File: config.mk
export PLATFORM = sky130hd
export DESIGN_NAME = srbfq_front
export DESIGN_NICKNAME = d
export VERILOG_FILES = /design/src/hdl/srbfq_pkg.sv /design/src/hdl/srbfq_fifo.sv /design/src/hdl/srbfq_front.sv
export SDC_FILE = /design/constraint.sdc
export NUM_CORES = 1
export LEC_CHECK = 0
export BUFFER_PORTS_ARGS = -buffer_cell sky130_fd_sc_hd__buf_2
export CAP_MARGIN = 25
export CORE_MARGIN = 1.5
export CORE_UTILIZATION = 56
export CTS_CLUSTER_DIAMETER = 200
export DETAILED_ROUTE_END_ITERATION = 16
export GPL_TIMING_DRIVEN = 1
export PLACE_DENSITY_LB_ADDON = 0.05
export SLEW_MARGIN = 15
export SYNTH_ARGS = -nofsm -noshare
export SYNTH_HDL_FRONTEND = slang
export SYNTH_SLANG_ARGS = --single-unit
File: constraint.sdc
create_clock -name i_clk -period 13.2 [get_ports i_clk]
set_input_delay 0.66 -clock i_clk [delete_from_list [all_inputs] [get_ports i_clk]]
set_output_delay 0.66 -clock i_clk [all_outputs]
set_load 0.01 [all_outputs]
File: src/hdl/srbfq_pkg.sv
// Shared types, band plan table and frequency classifier for the spot ring
// band filter query block. No dependencies.
package srbfq_pkg;

    localparam int FREQ_W    = 30;
    localparam int WORD_W    = 32;
    localparam int LIMIT_W   = 7;
    localparam int MASK_W    = 13;
    localparam int BAND_W    = 4;
    localparam int MODE_W    = 2;
    localparam int PLAN_ROWS = 29;
    localparam int CMD_DEPTH = 2;
    localparam int RES_DEPTH = 4;

    localparam logic FUNC_INSERT = 1'b0;
    localparam logic FUNC_QUERY  = 1'b1;

    typedef struct packed {
        logic                func;
        logic [FREQ_W-1:0]   freq_hz;
        logic [WORD_W-1:0]   stamp;
        logic [WORD_W-1:0]   spotter_tag;
        logic [WORD_W-1:0]   dx_tag;
        logic [LIMIT_W-1:0]  limit;
        logic [MASK_W-1:0]   enable_mask;
    } t_in_item;

    typedef struct packed {
        logic [WORD_W-1:0]   out_stamp;
        logic [FREQ_W-1:0]   out_freq_hz;
        logic [WORD_W-1:0]   out_spotter_tag;
        logic [WORD_W-1:0]   out_dx_tag;
        logic                empty_res;
        logic                last;
    } t_out_item;

    typedef struct packed {
        logic [FREQ_W-1:0]   freq;
        logic [WORD_W-1:0]   stamp;
        logic [WORD_W-1:0]   spotter;
        logic [WORD_W-1:0]   dx;
    } t_entry;

    typedef struct packed {
        logic                query;
        t_entry              entry;
        logic [LIMIT_W-1:0]  cap;
        logic [MASK_W-1:0]   mask;
    } t_cmd;

    typedef struct packed {
        logic [BAND_W-1:0]   band;
        logic [MODE_W-1:0]   mode;
        logic [FREQ_W-1:0]   lo;
        logic [FREQ_W-1:0]   hi;
    } t_plan_row;

    typedef struct packed {
        logic                hit;
        logic [BAND_W-1:0]   band;
        logic [MODE_W-1:0]   mode;
    } t_class;

    localparam t_plan_row PLAN [PLAN_ROWS] = '{
        '{4'd8,  2'd1, 30'd1810000,  30'd1838000},
        '{4'd8,  2'd2, 30'd1838000,  30'd1843000},
        '{4'd8,  2'd0, 30'd1843000,  30'd2000000},
        '{4'd7,  2'd1, 30'd3500000,  30'd3570000},
        '{4'd7,  2'd2, 30'd3570000,  30'd3600000},
        '{4'd7,  2'd0, 30'd3600000,  30'd3800000},
        '{4'd6,  2'd1, 30'd7000000,  30'd7040000},
        '{4'd6,  2'd2, 30'd7040000,  30'd7080000},
        '{4'd6,  2'd0, 30'd7060000,  30'd7200000},
        '{4'd5,  2'd1, 30'd14000000, 30'd14070000},
        '{4'd5,  2'd2, 30'd14070000, 30'd14112000},
        '{4'd5,  2'd0, 30'd14112000, 30'd14350000},
        '{4'd4,  2'd1, 30'd21000000, 30'd21070000},
        '{4'd4,  2'd2, 30'd21070000, 30'd21151000},
        '{4'd4,  2'd0, 30'd21151000, 30'd21450000},
        '{4'd3,  2'd1, 30'd28000000, 30'd28070000},
        '{4'd3,  2'd2, 30'd28070000, 30'd28320000},
        '{4'd3,  2'd0, 30'd28320000, 30'd29700000},
        '{4'd11, 2'd1, 30'd10100000, 30'd10130000},
        '{4'd11, 2'd2, 30'd10130000, 30'd10150000},
        '{4'd10, 2'd1, 30'd18068000, 30'd18095000},
        '{4'd10, 2'd2, 30'd18095000, 30'd18111000},
        '{4'd10, 2'd0, 30'd18111000, 30'd18168000},
        '{4'd9,  2'd1, 30'd24890000, 30'd24915000},
        '{4'd9,  2'd2, 30'd24915000, 30'd24931000},
        '{4'd9,  2'd0, 30'd24931000, 30'd24990000},
        '{4'd12, 2'd1, 30'd5151500,  30'd5153000},
        '{4'd12, 2'd2, 30'd5154000,  30'd5366000},
        '{4'd12, 2'd0, 30'd5366000,  30'd5366500}
    };

    // First matching row wins: walk backward so earlier rows override.
    function automatic t_class srbfq_classify(input logic [FREQ_W-1:0] f);
        t_class c;
        c = '0;
        for (int i = PLAN_ROWS - 1; i >= 0; i--) begin
            if (f >= PLAN[i].lo && f <= PLAN[i].hi) begin
                c.hit  = 1'b1;
                c.band = PLAN[i].band;
                c.mode = PLAN[i].mode;
            end
        end
        return c;
    endfunction

endpackage

File: src/hdl/srbfq_fifo.sv
// Small register queue with push/full and pop/empty sides.
// Generic over the item type; no package dependency.
module srbfq_fifo #(
    parameter type T     = logic,
    parameter int  DEPTH = 4
) (
    input  logic i_clk,
    input  logic i_rst_n,
    input  logic i_push,
    input  T     i_data,
    output logic o_full,
    input  logic i_pop,
    output T     o_data,
    output logic o_empty
);

    localparam int AW = (DEPTH > 1) ? $clog2(DEPTH) : 1;
    localparam int CW = $clog2(DEPTH + 1);
    localparam logic [AW-1:0] LAST_SLOT = AW'(DEPTH - 1);

    T              r_mem [DEPTH];
    logic [AW-1:0] r_wp;
    logic [AW-1:0] r_rp;
    logic [CW-1:0] r_cnt;
    logic          do_push;
    logic          do_pop;

    assign o_full  = (r_cnt == CW'(DEPTH));
    assign o_empty = (r_cnt == '0);
    assign o_data  = r_mem[r_rp];
    assign do_push = i_push && !o_full;
    assign do_pop  = i_pop && !o_empty;

    always_ff @(posedge i_clk) begin
        if (do_push) begin
            r_mem[r_wp] <= i_data;
        end
    end

    always_ff @(posedge i_clk) begin
        if (!i_rst_n) begin
            r_wp  <= '0;
            r_rp  <= '0;
            r_cnt <= '0;
        end else begin
            if (do_push) begin
                r_wp <= (r_wp == LAST_SLOT) ? '0 : r_wp + 1'b1;
            end
            if (do_pop) begin
                r_rp <= (r_rp == LAST_SLOT) ? '0 : r_rp + 1'b1;
            end
            case ({do_push, do_pop})
                2'b10:   r_cnt <= r_cnt + 1'b1;
                2'b01:   r_cnt <= r_cnt - 1'b1;
                default: r_cnt <= r_cnt;
            endcase
        end
    end

endmodule

File: src/hdl/srbfq_front.sv
// Front end: takes input transfers, decodes insert/query and saturates the
// limit, then queues commands for the back end. Uses srbfq_pkg, srbfq_fifo.
module srbfq_front #(
    parameter int MAX_RESULTS = 64
) (
    input  logic                i_clk,
    input  logic                i_rst_n,
    input  logic                push,
    input  srbfq_pkg::t_in_item i_item,
    output logic                full,
    input  logic                i_hold,
    output srbfq_pkg::t_cmd     o_cmd,
    output logic                o_cmd_valid,
    input  logic                i_cmd_take
);
    import srbfq_pkg::*;

    localparam logic [LIMIT_W-1:0] CAP_MAX = LIMIT_W'(MAX_RESULTS);

    t_cmd cmd_in;
    logic q_full;
    logic q_empty;

    always_comb begin
        cmd_in.query         = (i_item.func == FUNC_QUERY);
        cmd_in.entry.freq    = i_item.freq_hz;
        cmd_in.entry.stamp   = i_item.stamp;
        cmd_in.entry.spotter = i_item.spotter_tag;
        cmd_in.entry.dx      = i_item.dx_tag;
        cmd_in.cap           = (i_item.limit > CAP_MAX) ? CAP_MAX : i_item.limit;
        cmd_in.mask          = i_item.enable_mask;
    end

    assign full        = q_full || i_hold;
    assign o_cmd_valid = !q_empty;

    srbfq_fifo #(
        .T     (t_cmd),
        .DEPTH (CMD_DEPTH)
    ) u_cmd_q (
        .i_clk   (i_clk),
        .i_rst_n (i_rst_n),
        .i_push  (push && !full),
        .i_data  (cmd_in),
        .o_full  (q_full),
        .i_pop   (i_cmd_take),
        .o_data  (o_cmd),
        .o_empty (q_empty)
    );

endmodule

# After elaboration in Yosys (flattened, before gate mapping)
# Memory sizes are Yosys's and may differ from the RTL's. A register that Yosys moved wholly into a read port is not among the register bits.
# Cells that the tools add are included.
[word_totals] mem_bits_rw=294 out_inout_bits=149 word_cells=29 memories=1 register_bits=4 in_bits=152
[classes] n_eq_ne=3 muxes=8 reduce_logical=9 n_lt_le_gt_ge=1 addsub=4
[memory_table] memory="u_cmd_q.r_mem" depth=2 width=147 read_ports=1 rd_clocked_by_memory_dff=1 wr=1 line="srbfq_fifo.sv:21" rtl="T r_mem [DEPTH];"
[op_table] cell="7-bit > comparator, second input constant" count=1
[op_table] cell="7-bit two-way mux" count=1
[op_table] cell="1-bit two-way mux" count=6
[op_table] cell="2-bit equality test, second input constant" count=2
[op_table] cell="2-bit one-hot mux with 2 select lines" count=1
[op_table] cell="1-bit logical AND" count=3
[op_table] cell="1-bit logical NOT" count=3
[op_table] cell="1-bit adder, second input constant" count=2
[op_table] cell="2-bit by 1-bit adder with 2-bit output, second input constant" count=1
[op_table] cell="2-bit by 1-bit equality test with 1-bit output, second input constant" count=1
[op_table] cell="2-bit logical NOT" count=1
[op_table] cell="2-bit nonzero test" count=1
[op_table] cell="2-bit by 1-bit subtractor with 2-bit output, second input constant" count=1
[op_table] cell="1-bit logical OR" count=1

# Longest topological paths before layout
[logic_depth] depth_word=7 mapped_depth=6 mapped_depth_nobuf=6

# By module
# From an unflattened synthesis, not the netlist that was laid out.
[unflattened] cells_unflattened=493 hier_area_um2=10859.2
[modules_own_cells] module="srbfq_fifo" instances=1 seq_area_each_um2=8928.6 area_per_inst_um2=10800.4 cells_each=483
[modules_own_cells] module="srbfq_front" instances=1 seq_area_each_um2=0.0 area_per_inst_um2=58.8 cells_each=10

# Worst setup path before layout
# No wires, ideal clock.
[synth_timing] path_kind="input-to-reg" startpoint="input port i_hold" endpoint="memory u_cmd_q.r_mem[0][0] in the netlist's numbering (enable)" path_buffers=0 arrival_time_ns=7.012 setup_time_ns=0.656 path_stages=2 t_required_ns=12.544 setup_slack_ns=5.532 cell_sequence="nand3b_1 nor2_1"
[synth_via] elab_chain_len=6
[synth_rtl] item="from (decl)" line="srbfq_front.sv:11" rtl="input logic i_hold,"
[synth_rtl] item="1-bit logical OR" line="srbfq_front.sv:34" rtl="assign full = q_full || i_hold;"
[synth_rtl] item="1-bit logical NOT" line="srbfq_front.sv:43" rtl=".i_push (push && !full),"
[synth_rtl] item="1-bit logical AND" line="srbfq_front.sv:43"
[synth_rtl] item="1-bit logical AND" line="srbfq_fifo.sv:31" rtl="assign do_push = i_push && !o_full;"
[synth_rtl] item="1-bit two-way mux" line="srbfq_fifo.sv:35" rtl="if (do_push) begin"
[synth_rtl] item="1-bit two-way mux (not written as such)" line="srbfq_fifo.sv:36" rtl="r_mem[r_wp] <= i_data;"
[synth_rtl] item="to (decl)" line="srbfq_fifo.sv:21"
# No other way between the ends.

==> results by group <==
Route
  • Avg Vias per Cell: 5.03
  • 1st-iter DRT viols: 268
  • Initial DRT Pass Iterations: 4
  • WL/cell: 19.1 um
  • # DRC: 0
  • Routed wire length: 20,900 um
  • Vias post-DR: 5,532
  • Final ANT Viol Nets: 0

Placed design
  • Dpl hpwl: 13,900 um
  • Gpl congestion: 0.751
  • Port buffer count: 300

Floorplanning
  • Die width: 142 um
  • Total die area: 20,200 um^2
  • Core area: 18,800 um^2
  • # IOs: 301
  • FP Rows: 50
  • Vert. Die Dim: 142 um
  • Initial core utilization: 57.6%

Synthesis
  • Avg Cell Area, Syn: 22.1 um^2
  • Yosys cell types: 22
  • Post-Syn Area: 10,900 um^2
  • Sequential cell area fraction in the yosys report: 82.3%
  • Mapped Cells: 490
  • Ranking of synthesized cells by area: edfxtp_1 (81%), mux2_1 (14%), mux2_2 (1.0%), dfxtp_1 (0.92%), buf_2 (0.60%)
  • Top cell type's share of synthesized area: 81.3%
  • Syn nets: 643
  • Post-synth top area cell: edfxtp_1
  • Flops & latches, synth: 299
  • Synth Warn #: 0

Clock tree
  • TritonCTS clock tree: built
  • H-tree depth: 1
  • Clock Sinks: 299
  • Cts-stage hold buffer count: 0
  • Post-CTS sizing: 0
  • TritonCTS Buffers: 29
  • Max clock buf depth: 3
  • Root buf cell: clkbuf_16
  • Setup Fix Bufs, Post-CTS: 0
  • Clock transition at the registers of the reported paths: 60 ps
  • Worst skew pair latency: 530 ps

Power
  • Leakage: 0.00503 uW
  • Power Density: 175 nW/um^2
  • Peak VDD IR: 0.141 mV

Final layout
  • Commonest cells after routing, fill and taps aside: buf_2 (300), edfxtp_1 (294), mux2_1 (137)
  • Commonest non-fill, non-tap cell in the layout: buf_2
  • Final Util: 72.0%
  • Area added between synthesis and finish: 25.0%
  • Share of layout cells above drive strength 1: 43.1%
  • Layout Nets: 963

GRT
  • Initial antenna violation count: 11
  • First-pass GRT wire length: 30,400 um
  • Largest net degree at the start of global routing: 78
  • Total Routing Usage GR: 20.1%
  • Grt ovf: 0
  • Number of global-route vias before repair: 5,835

Outcome
  • Outcome: completed

Timing
  • Max-Slew Margin vs Limit: 32.3%
  • Layout Skew: 18.7 ps
  • Min Tclk post-route: 3490 ps
  • Final setup TNS: 0 ps
  • Hold slack: 310 ps
  • Period Utilization, post-route: 26.4%
  • Final-report hold violation count: 0
  • # setup viols final: 0
  • Worst-Margin Slew: 1020 ps
  • RSZ-0062 raised after global routing: no
  • Max Slew Vio Count: 0
  • Fmax: 0.287 GHz

Worst setup path
  • Worst EP required: 12,540 ps
  • Worst Path Max Fanout: 71
  • CP arrival: 2830 ps
  • R2R setup slack: 10,900 ps
  • Worst r2r src: u_cmd_q.r_cnt[0]
  • Kind of critical path: register to output port
  • Startpoint types: register
  • Element type at the critical path end: output port

Hold path
  • Hold Crit Start: i_item[49]
  • Hold Crit Class: primary input to register

Job
  • Reported max-cap violation count: 0
## kinds of logic (layout without fill, tap and decap cells)
kind of cell,after synthesis,count (layout),share of synthesized area [%]
DFF,299,299,82.3
other,0,8,0
adders and majority gates,1,1,0.115
muxes,148,148,15.3
and+or+nand+nor,18,18,0.957
AOI/OAI and AO/OA,3,3,0.196
buffers and inverters,18,359,0.876
xor gates and xnor gates,3,3,0.242
## sequential cells by signal (all words and copies together), names as in the netlist, named ones only
| register | count |
|---|---|
| u_cmd_q.r_wp | 1 |
| u_cmd_q.r_mem | 294 |
| u_cmd_q.r_cnt | 2 |
| u_cmd_q.r_rp | 1 |
## metal layers
layer  track usage, %  wire length (um)
met2             34.4             10600
met1             23.3              7710
met3             7.03              1940
met4             7.70               613
met5                0                25
## cell usage after synthesis
| master | n |
|---|---|
| o21a_2 | 1 |
| nor2b_1 | 8 |
| or2_2 | 1 |
| mux2_1 | 137 |
| inv_1 | 1 |
| ha_1 | 1 |
| or3_1 | 1 |
| nor2_1 | 2 |
| xnor2_1 | 3 |
| nand2b_1 | 2 |
| dfxtp_1 | 5 |
| buf_2 | 13 |
| mux2_2 | 10 |
| edfxtp_1 | 294 |
| o21ai_0 | 1 |
| a21boi_1 | 1 |
| and2_1 | 1 |
| mux2i_1 | 1 |
| nand2_1 | 2 |
| buf_4 | 3 |
| nand3b_1 | 1 |
| clkbuf_1 | 1 |
## final cells by class
class                   count  area (um^2)
flip-flops and latches    299         8930
fillers                  1200         5260
multi-input cells         173         1840
repair buffers            306         1570
clock buffers              35          748
well taps                 260          325
clock inverters            17          126
diodes                      8         20.0
inverters                   1         3.75
## critical path, cell delays in order, from the launching register on
cell and delay (ps):
dfxtp_4 530, buf_16 340, buf_4 790, mux2_1 410, buf_2 150
## path summary, 6_finish.rpt
check | to | cells after the start
worst max-delay path | o_cmd[0] | 4
worst min-delay path | u_cmd_q.r_mem[0][49] | 1
worst max register to register | u_cmd_q.r_mem[0][112] | 4
worst min register to register | u_cmd_q.r_cnt[1] | 2
## where the power goes
group / internal, uW / switching (uW)
sequential: 1120 / 25.1
combinational: 212 / 259
clock: 439 / 320
total: 1770 / 604
## per-stage QoR
| stage | instances | setup slack (ps) | power [uW] | instance area [um^2] |
|---|---|---|---|---|
| after CTS | 1090 | 9390 | 2390 | 13500 |
| final | 1099 | 9710 | 2370 | 13600 |
| after detailed placement | 1038 | 9970 | 1630 | 12600 |
| after global routing | 1096 | 9550 | 2460 | 13600 |
| after floorplan | 490 | 5530 | 1450 | 10900 |
| after global placement | 1038 | 9970 | 1620 | 12600 |
(Power assumes the default switching activity.)
